<file path="src/hw/rtl/ulasm_pkg.sv">
// Shared constants for the receive line assembler: result kinds, line-ending
// characters, field widths and the default ring depth. No dependencies.
package ulasm_pkg;

	localparam int ULASM_DEPTH = 32;
	localparam int POS_W       = 5;

	localparam logic [1:0] KIND_PUSH = 2'd0;
	localparam logic [1:0] KIND_CHAR = 2'd1;
	localparam logic [1:0] KIND_TERM = 2'd2;
	localparam logic [1:0] KIND_DONE = 2'd3;

	localparam logic [7:0] CH_CR  = 8'h0D;
	localparam logic [7:0] CH_LF  = 8'h0A;
	localparam logic [7:0] CH_NUL = 8'h00;

endpackage

</file>
<file path="src/hw/rtl/ulasm_ram.sv">
// Generic single-write, single-read synchronous RAM with a registered read.
// Depends on nothing.
module ulasm_ram #(
	parameter int WIDTH = 8,
	parameter int DEPTH = 32
) (
	input  logic                     clk,
	input  logic                     we,
	input  logic [$clog2(DEPTH)-1:0] waddr,
	input  logic [WIDTH-1:0]         wdata,
	input  logic                     re,
	input  logic [$clog2(DEPTH)-1:0] raddr,
	output logic [WIDTH-1:0]         rdata
);

	logic [WIDTH-1:0] mem_q [DEPTH];

	always_ff @(posedge clk) begin
		if (we) begin
			mem_q[waddr] <= wdata;
		end
		if (re) begin
			rdata <= mem_q[raddr];
		end
	end

endmodule

</file>
<file path="src/hw/rtl/uart_rx_line_assembler_core.sv">
// Top level of the receive line assembler: receive ring, poll sequencer and
// result register. Depends on ulasm_pkg and ulasm_ram.
//
// Usage: an item is accepted at a rising edge with start high and busy low.
// With action low, rx_byte is pushed into the ring; one push acknowledge
// appears on the result ports in the next cycle, marked by strobe, and busy
// stays low, so a push can be accepted in every cycle.
// With action high, the poll drains the ring one entry per cycle through the
// RAM read port. Each line character or terminator write is one strobed
// result, and a poll-done result with last set closes the poll. Busy stays
// high while the ring is read, while the last read passes the registered
// RAM output, and until the done result is issued. A poll of an empty ring
// keeps busy high for one cycle.
// Each result is on the ports for exactly one cycle; the receiver cannot
// stall the block, so no result is ever held back.
// Reset empties the ring, clears the line position and the sticky overflow
// flag, and leaves the ring contents undefined; no clearing pass is needed.
module uart_rx_line_assembler_core
	import ulasm_pkg::*;
#(
	parameter int DEPTH = ULASM_DEPTH
) (
	input  logic             clk,
	input  logic             arst_n,
	input  logic             start,
	input  logic             action,
	input  logic [7:0]       rx_byte,
	output logic             busy,
	output logic             strobe,
	output logic [1:0]       kind,
	output logic [POS_W-1:0] position,
	output logic [7:0]       char_value,
	output logic             line_complete,
	output logic             byte_dropped,
	output logic             overflow_seen,
	output logic             last
);

	localparam int AW = $clog2(DEPTH);
	localparam int PW = (AW > POS_W) ? AW : POS_W;

	localparam logic ST_IDLE = 1'b0;
	localparam logic ST_WALK = 1'b1;

	function automatic logic [AW-1:0] next_idx(input logic [AW-1:0] i);
		return (i == AW'(DEPTH - 1)) ? '0 : i + 1'b1;
	endfunction

	logic          state_q;
	logic [AW-1:0] head_q;
	logic [AW-1:0] tail_q;
	logic [AW-1:0] line_pos_q;
	logic          overflow_q;
	logic          complete_q;
	logic          valid_s1;
	logic [7:0]    rd_data_s1;

	logic          strobe_q;
	logic [1:0]    kind_q;
	logic [POS_W-1:0] position_q;
	logic [7:0]    char_q;
	logic          line_complete_q;
	logic          dropped_q;
	logic          last_q;

	logic          push_acc;
	logic          poll_acc;
	logic          full;
	logic          ram_we;
	logic          rd_en;
	logic          is_eol;
	logic          emit_term;
	logic          emit_char;
	logic          done_now;
	logic [PW-1:0] pos_wide;

	assign busy     = (state_q == ST_WALK);
	assign push_acc = start && !busy && !action;
	assign poll_acc = start && !busy && action;
	assign full     = (next_idx(head_q) == tail_q);
	assign ram_we   = push_acc && !full;
	assign rd_en    = (state_q == ST_WALK) && (tail_q != head_q);
	assign done_now = (state_q == ST_WALK) && (tail_q == head_q) && !valid_s1;

	assign is_eol    = (rd_data_s1 == CH_CR) || (rd_data_s1 == CH_LF);
	assign emit_term = is_eol && (line_pos_q != '0);
	assign emit_char = !is_eol && (line_pos_q != AW'(DEPTH - 1));
	assign pos_wide  = PW'(line_pos_q);

	ulasm_ram #(
		.WIDTH (8),
		.DEPTH (DEPTH)
	) u_ring (
		.clk   (clk),
		.we    (ram_we),
		.waddr (head_q),
		.wdata (rx_byte),
		.re    (rd_en),
		.raddr (tail_q),
		.rdata (rd_data_s1)
	);

	always_ff @(posedge clk or negedge arst_n) begin
		if (!arst_n) begin
			state_q    <= ST_IDLE;
			head_q     <= '0;
			tail_q     <= '0;
			line_pos_q <= '0;
			overflow_q <= 1'b0;
			complete_q <= 1'b0;
			valid_s1   <= 1'b0;
			strobe_q   <= 1'b0;
		end else begin
			valid_s1 <= rd_en;
			strobe_q <= push_acc || (valid_s1 && (emit_term || emit_char)) || done_now;
			if (push_acc) begin
				if (full) begin
					overflow_q <= 1'b1;
				end else begin
					head_q <= next_idx(head_q);
				end
			end
			if (poll_acc) begin
				state_q    <= ST_WALK;
				complete_q <= 1'b0;
			end
			if (rd_en) begin
				tail_q <= next_idx(tail_q);
			end
			if (valid_s1) begin
				if (emit_term) begin
					line_pos_q <= '0;
					complete_q <= 1'b1;
				end else if (emit_char) begin
					line_pos_q <= line_pos_q + 1'b1;
				end
			end
			if (done_now) begin
				state_q <= ST_IDLE;
			end
		end
	end

	always_ff @(posedge clk) begin
		priority if (push_acc) begin
			kind_q          <= KIND_PUSH;
			position_q      <= '0;
			char_q          <= CH_NUL;
			line_complete_q <= 1'b0;
			dropped_q       <= full;
			last_q          <= 1'b1;
		end else if (valid_s1) begin
			kind_q          <= emit_term ? KIND_TERM : KIND_CHAR;
			position_q      <= pos_wide[POS_W-1:0];
			char_q          <= emit_term ? CH_NUL : rd_data_s1;
			line_complete_q <= 1'b0;
			dropped_q       <= 1'b0;
			last_q          <= 1'b0;
		end else begin
			kind_q          <= KIND_DONE;
			position_q      <= '0;
			char_q          <= CH_NUL;
			line_complete_q <= complete_q;
			dropped_q       <= 1'b0;
			last_q          <= 1'b1;
		end
	end

	assign strobe        = strobe_q;
	assign kind          = kind_q;
	assign position      = position_q;
	assign char_value    = char_q;
	assign line_complete = line_complete_q;
	assign byte_dropped  = dropped_q;
	assign overflow_seen = overflow_q;
	assign last          = last_q;

endmodule

</file>
<file path="config.mk">
export PLATFORM = sky130hd
export DESIGN_NAME = uart_rx_line_assembler_core
export DESIGN_NICKNAME = d
export VERILOG_FILES = /design/src/hw/rtl/ulasm_pkg.sv /design/src/hw/rtl/ulasm_ram.sv /design/src/hw/rtl/uart_rx_line_assembler_core.sv
export SDC_FILE = /design/constraint.sdc
export NUM_CORES = 1
export LEC_CHECK = 0
export BUFFER_PORTS_ARGS = -buffer_cell sky130_fd_sc_hd__buf_4
export CORE_MARGIN = 4
export CORE_UTILIZATION = 40
export CTS_CLUSTER_DIAMETER = 200
export DETAILED_ROUTE_END_ITERATION = 7
export PLACE_DENSITY_LB_ADDON = 0.1
export SLEW_MARGIN = 20
export SYNTH_ARGS = -nofsm -noshare
export SYNTH_HDL_FRONTEND = slang
export SYNTH_SLANG_ARGS = --single-unit
</file>
<file path="constraint.sdc">
create_clock -name clk -period 3.6 [get_ports clk]
set_clock_uncertainty 0.2 [all_clocks]
set_input_delay 0.72 -clock clk [delete_from_list [all_inputs] [get_ports clk]]
set_output_delay 0.72 -clock clk [all_outputs]
set_load 0.02 [all_outputs]
</file>
==> results.json, run 1 <==
{
  "r2r_setup_slack_ns": 0.38,
  "cp.depth": 8,
  "yosysTopAreaCell": "edfxtp_1",
  "hold_viol_final": 0,
  "grt_pass1_vias": 5920,
  "drive_gt1_share_pct": 29.7,
  "path_buf_inv": 1,
  "tightest_slew_ns": 0.667,
  "ys_seq_area_share_pct": 73.7,
  "grt_setup_unrepaired": "no",
  "fmax_mhz": 310,
  "hold_path.class": "input port to register",
  "cts_sinks": 302,
  "wl_per_cell_um": 25.3,
  "cp-end-kind": "register",
  "antenna_found_initial": 0,
  "grt_pass1_wl_um": 40200,
  "p_sw_share_pct": 30.1,
  "ys_top_cells_by_count": "264 x edfxtp_1, 80 x mux4_2, 43 x and3_1",
  "path_class": "register to register",
  "startpoint": "head_q[0]",
  "ys_ff_latch": 302,
  "power.switching_mw": 3.27,
  "r2r-start": "head_q[0]",
  "cts_buffers": 31,
  "area_growth_pct": 15.0,
  "worstPathMaxFanout": 37,
  "via_per_inst": 5.47,
  "multiInputGateArea_sq_mm": 0.00294,
  "dieArea_sq_mm": 0.0326,
  "postCtsSetupRepairBufs": 0,
  "core_area_sq_mm": 0.0290,
  "synthTopCellsByArea": "edfxtp_1 67%, mux4_2 15%, dfrtp_1 4.2%",
  "gp_congestion": 0.803,
  "critPathSlowestCell": "dfrtp_1",
  "p_int_mw": 7.59,
  "numPortBuffers": 32,
  "io_pins": 33,
  "crit_family": "simple AND/OR/NAND/NOR gates",
  "die_h_um": 181,
  "syn_nets": 610,
  "slew-limit-headroom_pct": 55.5,
  "async_flop_share_pct": 6.62,
  "cts_root_buf": "clkbuf_16",
  "start_kind": "register",
  "grt-ovfl-total": 0,
  "clock_path_buffers": 3,
  "met1_usage_pct": 25.0,
  "endpoint": "u_ring.mem_q[8][1]",
  "h-tree-depth": 1,
  "outcome": "finished, final reports clean",
  "vias": 5709,
  "wl_um": 26400,
  "cts_tree": "yes",
  "maxCapViolations": 0,
  "maxSlewViolCount": 0,
  "seqCellArea_sq_mm": 0.00879,
  "reg2regPathDepth": 8,
  "drtPass1Iterations": 5,
  "r2r-end": "u_ring.mem_q[8][1]",
  "num-fill-cells": 2387,
  "synth_top_area_share_pct": 66.5,
  "path_cells": "ha_1, and3_1, ha_1, or3_1, and4_1, a21oi_2, buf_12, and3_1",
  "synth_area_sq_mm": 0.0119,
  "worstPathArrival_ns": 3.22,
  "finalNetCount": 657,
  "clock_latency_ns": 0.56,
  "use_met3_pct": 2.62,
  "ir_drop_uv": 495,
  "setup-tns-final_ns": 0,
  "drtIter0Drc": 467,
  "ys_types": 42,
  "pwr-share-comb_pct": 28.6,
  "syn_inst": 588,
  "finalCritPeriodShare_pct": 89.5,
  "powerDensity_mw_per_mm2": 793,
  "grt_usage_pct": 16.3,
  "synth-edff-count": 264,
  "p_seq_share_pct": 40.9,
  "p_leak_nw": 4.65,
  "route.detailed.drc": 0,
  "dp_hpwl_um": 16900,
  "antennaDiodeCount": 0,
  "start_util_pct": 41.1,
  "cpPeakStageDelay_ns": 0.46,
  "p_clk_share_pct": 30.5,
  "grt_max_degree": 38,
  "critPathRequiredTime_ns": 3.60,
  "post-route-min-period_ns": 3.22,
  "yosys_warnings": 0,
  "yosysMostFrequentCell": "edfxtp_1",
  "synth_area_per_cell_sq_um": 20.3,
  "finalSetupViolCount": 0,
  "num_rows": 62,
  "finish.utilization_pct": 47.2,
  "die_x_um": 181,
  "clk_pin_slew_ns": 0.06,
  "antenna_left": 0,
  "use_met2_pct": 24.5,
  "grt.busiest_layer": "met1",
  "synth_ff_type": "edfxtp_1"
}
-- power groups by stage --
stage	registers, mW	logic [mW]	clock network, mW
CTS	4.45	3.17	3.38
detailed placement	4.53	3.16	0
global placement	4.51	3.15	0
floorplan	4.42	2.12	0
global route	4.49	3.35	3.53
finish	4.44	3.11	3.31
-- cell type report --
type | instances | share of cell area, %
clock buffer | 31 | 5.66
clock inverter | 27 | 2.11
inverter | 9 | 0.247
multi-input combinational | 246 | 21.4
sequential | 302 | 64.2
tap | 384 | 3.51
timing repair buffer | 45 | 2.85
-- worst min-delay path, delay by kind of cell --
family	cells	cell delay (ns)
buf+inv	1	0.09
simple gates	1	0.08
compound gates	1	0.08
-- routing by layer --
metal,vias to the layer above,wire length [um]
met4,0,693
met2,170,11900
li1,2490,-
met5,-,0
met3,43,1470
met1,3006,12400
-- how the worst min path moves through the flow --
| stage | slack [ns] | startpoint | cells after the start | end |
|---|---|---|---|---|
| 6_report | 0.25 | action | 3 | busy |
| 4_1_cts | 0.22 | action | 3 | busy |
| 3_5_place_dp | 0.27 | u_ring.rdata[7] | 1 | char_value[7] |
| 2_1_floorplan | 0.22 | arst_n | 0 | busy |
| 5_1_grt | 0.25 | action | 3 | busy |
| 3_3_place_gp | 0.26 | complete_q | 1 | complete_q |
-- metrics by stage --
stage	std cells	hold slack, ns	setup slack (ns)	total power, mW	cell area [sq um]
6_report	1044	0.251	0.379	10.9	13700
5_1_grt	1044	0.252	0.235	11.4	13700
4_1_cts	1044	0.221	0.332	11.0	13700
3_5_place_dp	985	0.267	0.360	7.69	12600
3_3_place_gp	985	0.257	0.446	7.66	12600
2_1_floorplan	588	0.224	0.406	6.55	11900
-- timing repair --
action,in CTS,in global routing
hold buffers,1,0
hold endpoints to repair,20,0
gates resized for setup,0,0
-- flip-flops by register name, summed over array words and instances (netlist names) --
signal         cells
u_ring.mem_q     256
char_value         8
u_ring.rdata       8
head_q             5
line_pos_q         5
position           5
tail_q             5
kind               2
busy               1
byte_dropped       1
complete_q         1
last               1
line_complete      1
overflow_seen      1
strobe             1
valid_s1           1
-- cell families (layout without fill, tap and decap cells) --
logic type / after synthesis / in the layout / synth area share [%]
compound gates: 19 / 19 / 1.01
xor+xnor: 14 / 14 / 1.03
fa+ha+maj: 10 / 10 / 1.05
buf+inv: 40 / 112 / 1.62
flops: 302 / 302 / 73.7
mux: 94 / 94 / 16.4
simple gates: 109 / 109 / 5.12
-- cells in the final DEF (no fill, tap or decap), drive strengths merged, types with 12 or more instances in the layout --
cell type  netlist  routed
and3            43      43
buf             19      44
clkbuf          12      31
clkinv           0      12
dfrtp           20      20
dfxtp           18      18
edfxtp         264     264
mux2            13      13
mux4            80      80
nand2           13      13
nor2            15      15
Power figures use the tool's default switching activity.
==> run 2: changes to the inputs <==
==> constraint.sdc (replaced) <==
create_clock -name clk -period 2.6 [get_ports clk]
set_clock_uncertainty 0.2 [all_clocks]
set_input_delay 0.52 -clock clk [delete_from_list [all_inputs] [get_ports clk]]
set_output_delay 0.52 -clock clk [all_outputs]
set_load 0.02 [all_outputs]
==> results.json, run 2 (same netlist as run 1, synthesis figures left out) <==
{
  "r2r_setup_slack_ns": -0.13,
  "numPortBuffers": 32,
  "r2r-end": "u_ring.mem_q[15][3]",
  "clock_latency_ns": 0.51,
  "top_register": "u_ring.mem_q",
  "grt_pass1_wl_um": 39700,
  "startpoint": "head_q[1]",
  "num_rows": 62,
  "p_leak_nw": 4.88,
  "die_h_um": 181,
  "core_area_sq_mm": 0.0290,
  "via_per_inst": 5.35,
  "grt_setup_unrepaired": "yes",
  "maxSlewViolCount": 0,
  "dieArea_sq_mm": 0.0326,
  "clk_pin_slew_ns": 0.06,
  "antenna_left": 0,
  "cts_buffers": 34,
  "grt_pass1_vias": 6079,
  "grt_usage_pct": 16.3,
  "path_class": "register to register",
  "worstPathArrival_ns": 2.72,
  "cts_root_buf": "clkbuf_16",
  "finalCritPeriodShare_pct": 105,
  "drive_gt1_share_pct": 38.1,
  "gp_congestion": 0.775,
  "finish.utilization_pct": 49.6,
  "antenna_found_initial": 0,
  "wl_um": 26700,
  "fmax_mhz": 366,
  "wl_per_cell_um": 24.8,
  "vias": 5782,
  "drtIter0Drc": 493,
  "grt_max_degree": 37,
  "outcome": "complete, but fails checks",
  "largest_reg_flops": 256,
  "r2r-start": "head_q[1]",
  "violations": "setup timing",
  "worstPathMaxFanout": 25,
  "setup-tns-final_ns": -21.42,
  "ir_drop_uv": 498,
  "start_kind": "register",
  "tightest_slew_ns": 0.638,
  "clock_path_buffers": 3,
  "total_power_mw": 16.0,
  "final_common_cell": "edfxtp_1",
  "start_util_pct": 41.1,
  "post-route-min-period_ns": 2.73,
  "area_growth_pct": 20.7,
  "hold_viol_final": 0,
  "final_cell_mix": "264 x edfxtp_1, 80 x mux4_2, 60 x buf_4, 39 x clkbuf_16, 33 x and3_4",
  "reg2regPathDepth": 8,
  "cts_sinks": 302,
  "fin_ws_ns": -0.131,
  "critPathRequiredTime_ns": 2.59,
  "maxCapViolations": 0,
  "finalNetCount": 693,
  "antennaDiodeCount": 0,
  "h-tree-depth": 2,
  "die_x_um": 181,
  "powerDensity_mw_per_mm2": 1110,
  "hold_path.class": "input port to register",
  "slew-limit-headroom_pct": 57.3,
  "dp_hpwl_um": 17000,
  "route.detailed.drc": 0,
  "finalSetupViolCount": 261,
  "cp-end-kind": "register",
  "io_pins": 33,
  "endpoint": "u_ring.mem_q[15][3]",
  "grt-ovfl-total": 0,
  "cts_tree": "yes",
  "drtPass1Iterations": 5
}
[run 2: changes by cell type in the layout (fill, tap and decap cells not counted), sizes merged]
| cell | change |
|---|---|
| buf | +30 |
| bufinv | -1 |
| clkbuf | +17 |
| clkinvlp | -7 |
| clkinv | -3 |
[run 2: worst min path at each step]
| stage | slack (ns) | cells past startpoint | end | startpoint |
|---|---|---|---|---|
| after detailed placement | 0.22 | 1 | complete_q | arst_n |
| after floorplan | 0.02 | 0 | busy | arst_n |
| after CTS | 0.11 | 3 | busy | action |
| after global placement | 0.22 | 1 | busy | arst_n |
| final | 0.14 | 3 | busy | action |
| after global routing | 0.13 | 3 | busy | action |
[run 2: final cells by class]
| class | instances | area [sq um] |
|---|---|---|
| clock buffers | 45 | 955 |
| repair buffers | 78 | 762 |
| flip-flops and latches | 302 | 8790 |
| inverters | 9 | 33.8 |
| well taps | 384 | 480 |
| fillers | 2364 | 14600 |
| clock inverters | 16 | 181 |
| multi-input cells | 246 | 3170 |
[run 2: power by group]
| group | leakage [nW] | switching [mW] | internal [mW] |
|---|---|---|---|
| combinational | 1.57 | 2.59 | 2.67 |
| sequential | 2.76 | 0.253 | 5.71 |
| clock | 0.555 | 1.82 | 2.98 |
[run 2: metal layers]
metal  part of all wire (%)  wire length (um)  global-route usage (%)
met1                     47             12500                    24.2
met2                     47             12600                    25.2
met3                    4.6              1220                    3.29
met4                    1.5               408                    3.66
met5                      0                 0                       0
[run 2: critical path, stage by stage, from the launching register on]
cell	delay [ns]
dfrtp_1	0.38
ha_2	0.20
and3_4	0.19
ha_4	0.18
or3_4	0.33
and4_4	0.20
a21oi_4	0.22
buf_12	0.20
and3_4	0.30
[run 2: timing repair]
action | 4_1_cts | 5_1_grt
hold endpoints to repair | 20 | 0
resized for setup | 5 | 19
setup endpoints to repair | 262 | 267
cloned | 0 | 5
buffers inserted | 0 | 5
pin swaps | 11 | 9
hold buffers | 1 | 0
[run 2: metrics by stage]
stage                     std cells  hold WS [ns]  cell area (sq um)  setup slack (ns)
after floorplan                 588        0.0244              12100            -0.240
after global placement         1008         0.219              13000           -0.0600
after detailed placement       1008         0.224              13000           -0.0958
after CTS                      1070         0.110              14200           -0.0847
after global routing           1080         0.132              14400            -0.197
final                          1080         0.135              14400            -0.131
==> run 3: changes to the inputs <==
--- a/config.mk
+++ b/config.mk
@@ -6,11 +6,12 @@
 export NUM_CORES = 1
 export LEC_CHECK = 0
 export BUFFER_PORTS_ARGS = -buffer_cell sky130_fd_sc_hd__buf_4
+export CAP_MARGIN = 15
 export CORE_MARGIN = 4
-export CORE_UTILIZATION = 40
+export CORE_UTILIZATION = 56
 export CTS_CLUSTER_DIAMETER = 200
 export DETAILED_ROUTE_END_ITERATION = 7
-export PLACE_DENSITY_LB_ADDON = 0.1
+export PLACE_DENSITY = 0.8
 export SLEW_MARGIN = 20
 export SYNTH_ARGS = -nofsm -noshare
 export SYNTH_HDL_FRONTEND = slang
==> results.json, run 3 (same netlist as run 1, synthesis figures left out) <==
{
  "num-fill-cells": 1269,
  "die_h_um": 154,
  "grt-ovfl-total": 0,
  "drt-met1-wl_um": 10800,
  "r2r_setup_slack_ns": -0.09,
  "cts_root_buf": "clkbuf_16",
  "powerDensity_mw_per_mm2": 1130,
  "gp_congestion": 0.859,
  "drive_gt1_share_pct": 38.7,
  "num_rows": 53,
  "endpoint": "head_q[1]",
  "final_common_cell": "edfxtp_1",
  "outcome": "complete, but fails checks",
  "wl_um": 28000,
  "grt_pass1_wl_um": 41900,
  "cts_tree": "yes",
  "io_pins": 33,
  "worstPathMaxFanout": 11,
  "worstPathArrival_ns": 2.93,
  "start_kind": "register",
  "wl_per_cell_um": 29.1,
  "setup-tns-final_ns": -11.69,
  "violations": "setup timing",
  "grt_usage_pct": 23.8,
  "tightest_slew_ns": 0.760,
  "antenna_left": 0,
  "top_register": "u_ring.mem_q",
  "dp.cells": 895,
  "maxSlewViolCount": 0,
  "core_area_sq_mm": 0.0210,
  "route.detailed.drc": 0,
  "fmax_mhz": 372,
  "final_cell_mix": "264 x edfxtp_1, 80 x mux4_2, 53 x buf_4, 33 x and3_4, 32 x clkbuf_16",
  "p_leak_nw": 4.86,
  "startpoint": "head_q[1]",
  "r2r-end": "head_q[1]",
  "hold_path.class": "input port to register",
  "grt_setup_unrepaired": "yes",
  "dr_wl_met3_um": 2720,
  "total_power_mw": 16.2,
  "largest_reg_flops": 256,
  "cts_buffers": 30,
  "fin_ws_ns": -0.0859,
  "critPathSlowestCell": "dfrtp_1",
  "cp-end-kind": "register",
  "dieArea_sq_mm": 0.0237,
  "via_per_inst": 6.44,
  "drtIter0Drc": 619,
  "ir_drop_uv": 613,
  "grt_pass1_vias": 6363,
  "grt_max_degree": 34,
  "clock_latency_ns": 0.57,
  "critPathRequiredTime_ns": 2.85,
  "slew-limit-headroom_pct": 49.2,
  "hold_viol_final": 0,
  "path_cells": "ha_2, and3_4, ha_4, or3_4, and4_4, a21oi_4, buf_12, buf_12, buf_6, mux2_2",
  "maxCapViolations": 0,
  "antennaDiodeCount": 0,
  "finalSetupViolCount": 239,
  "highest_layer": "met5",
  "clk_pin_slew_ns": 0.06,
  "start_util_pct": 56.9,
  "die_x_um": 154,
  "finalCritPeriodShare_pct": 103,
  "reg2regPathDepth": 10,
  "clock_path_buffers": 3,
  "numPortBuffers": 32,
  "dp_hpwl_um": 16600,
  "drtPass1Iterations": 5,
  "area_growth_pct": 19.7,
  "h-tree-depth": 1,
  "final_cells": 963,
  "r2r-start": "head_q[1]",
  "cts_sinks": 302,
  "post-route-min-period_ns": 2.69,
  "cpMostUsedCell": "buf_12",
  "finalNetCount": 686,
  "cpPeakStageDelay_ns": 0.40,
  "vias": 6199,
  "path_class": "register to register",
  "antenna_found_initial": 1,
  "dr_wl_met2_um": 13500
}
-- run 3: layout make-up --
class | instances | area [sq um] | share of cell area (%)
Timing Repair Buffer | 75 | 813 | 5.70
Inverter | 9 | 33.8 | 0.237
Sequential cell | 302 | 8790 | 61.6
Multi-Input combinational cell | 246 | 3180 | 22.3
Clock buffer | 33 | 762 | 5.34
Clock inverter | 23 | 342 | 2.39
Tap cell | 275 | 344 | 2.41
-- run 3: worst min-delay path by stage --
| stage | from | to | slack [ns] | cells after the start |
|---|---|---|---|---|
| 6_report | action | busy | 0.08 | 3 |
| 5_1_grt | action | busy | 0.09 | 3 |
| 4_1_cts | action | busy | 0.06 | 3 |
| 3_5_place_dp | arst_n | overflow_seen | 0.22 | 1 |
| 3_3_place_gp | arst_n | overflow_seen | 0.22 | 1 |
| 2_1_floorplan | arst_n | busy | 0.02 | 0 |
-- run 3: through the flow --
step	setup WS, ns	hold WS [ns]	util [%]	cell area [sq um]
global placement	-0.0531	0.217	61.4	12900
CTS	-0.104	0.0565	67.9	14200
detailed placement	-0.125	0.222	61.4	12900
global route	-0.157	0.0876	68.1	14300
finish	-0.0859	0.0756	68.1	14300
floorplan	-0.240	0.0244	-	12100
-- run 3: critical path: cells and delay by family (launching register included) --
kind / cells / cell delay (ns)
AO/OA/AOI/OAI: 1 / 0.16
adder cells (fa/ha/maj): 2 / 0.38
buffers and inverters: 3 / 0.39
flip-flops: 1 / 0.40
multiplexers: 1 / 0.34
AND/OR/NAND/NOR: 3 / 0.68
-- run 3: layer usage --
metal | up-vias | global-route usage (%)
li1 | 2542 | -
met1 | 3197 | 34.6
met2 | 397 | 37.4
met3 | 61 | 4.17
met4 | 2 | 8.16
met5 | - | 0
-- run 3: repair_timing --
action,CTS,global route
hold endpoints to repair,20,0
pin swaps,4,4
gates resized for setup,16,14
cloned,4,2
endpoints found under the setup margin,262,278
hold buffers,1,0
buffers inserted,7,1
-- run 3: power breakdown --
| part | switching [mW] | internal [mW] | leakage, nW |
|---|---|---|---|
| Sequential | 0.272 | 5.71 | 2.76 |
| Clock | 1.86 | 2.92 | 0.529 |
| Combinational | 2.66 | 2.73 | 1.57 |
| Total | 4.80 | 11.4 | 4.86 |
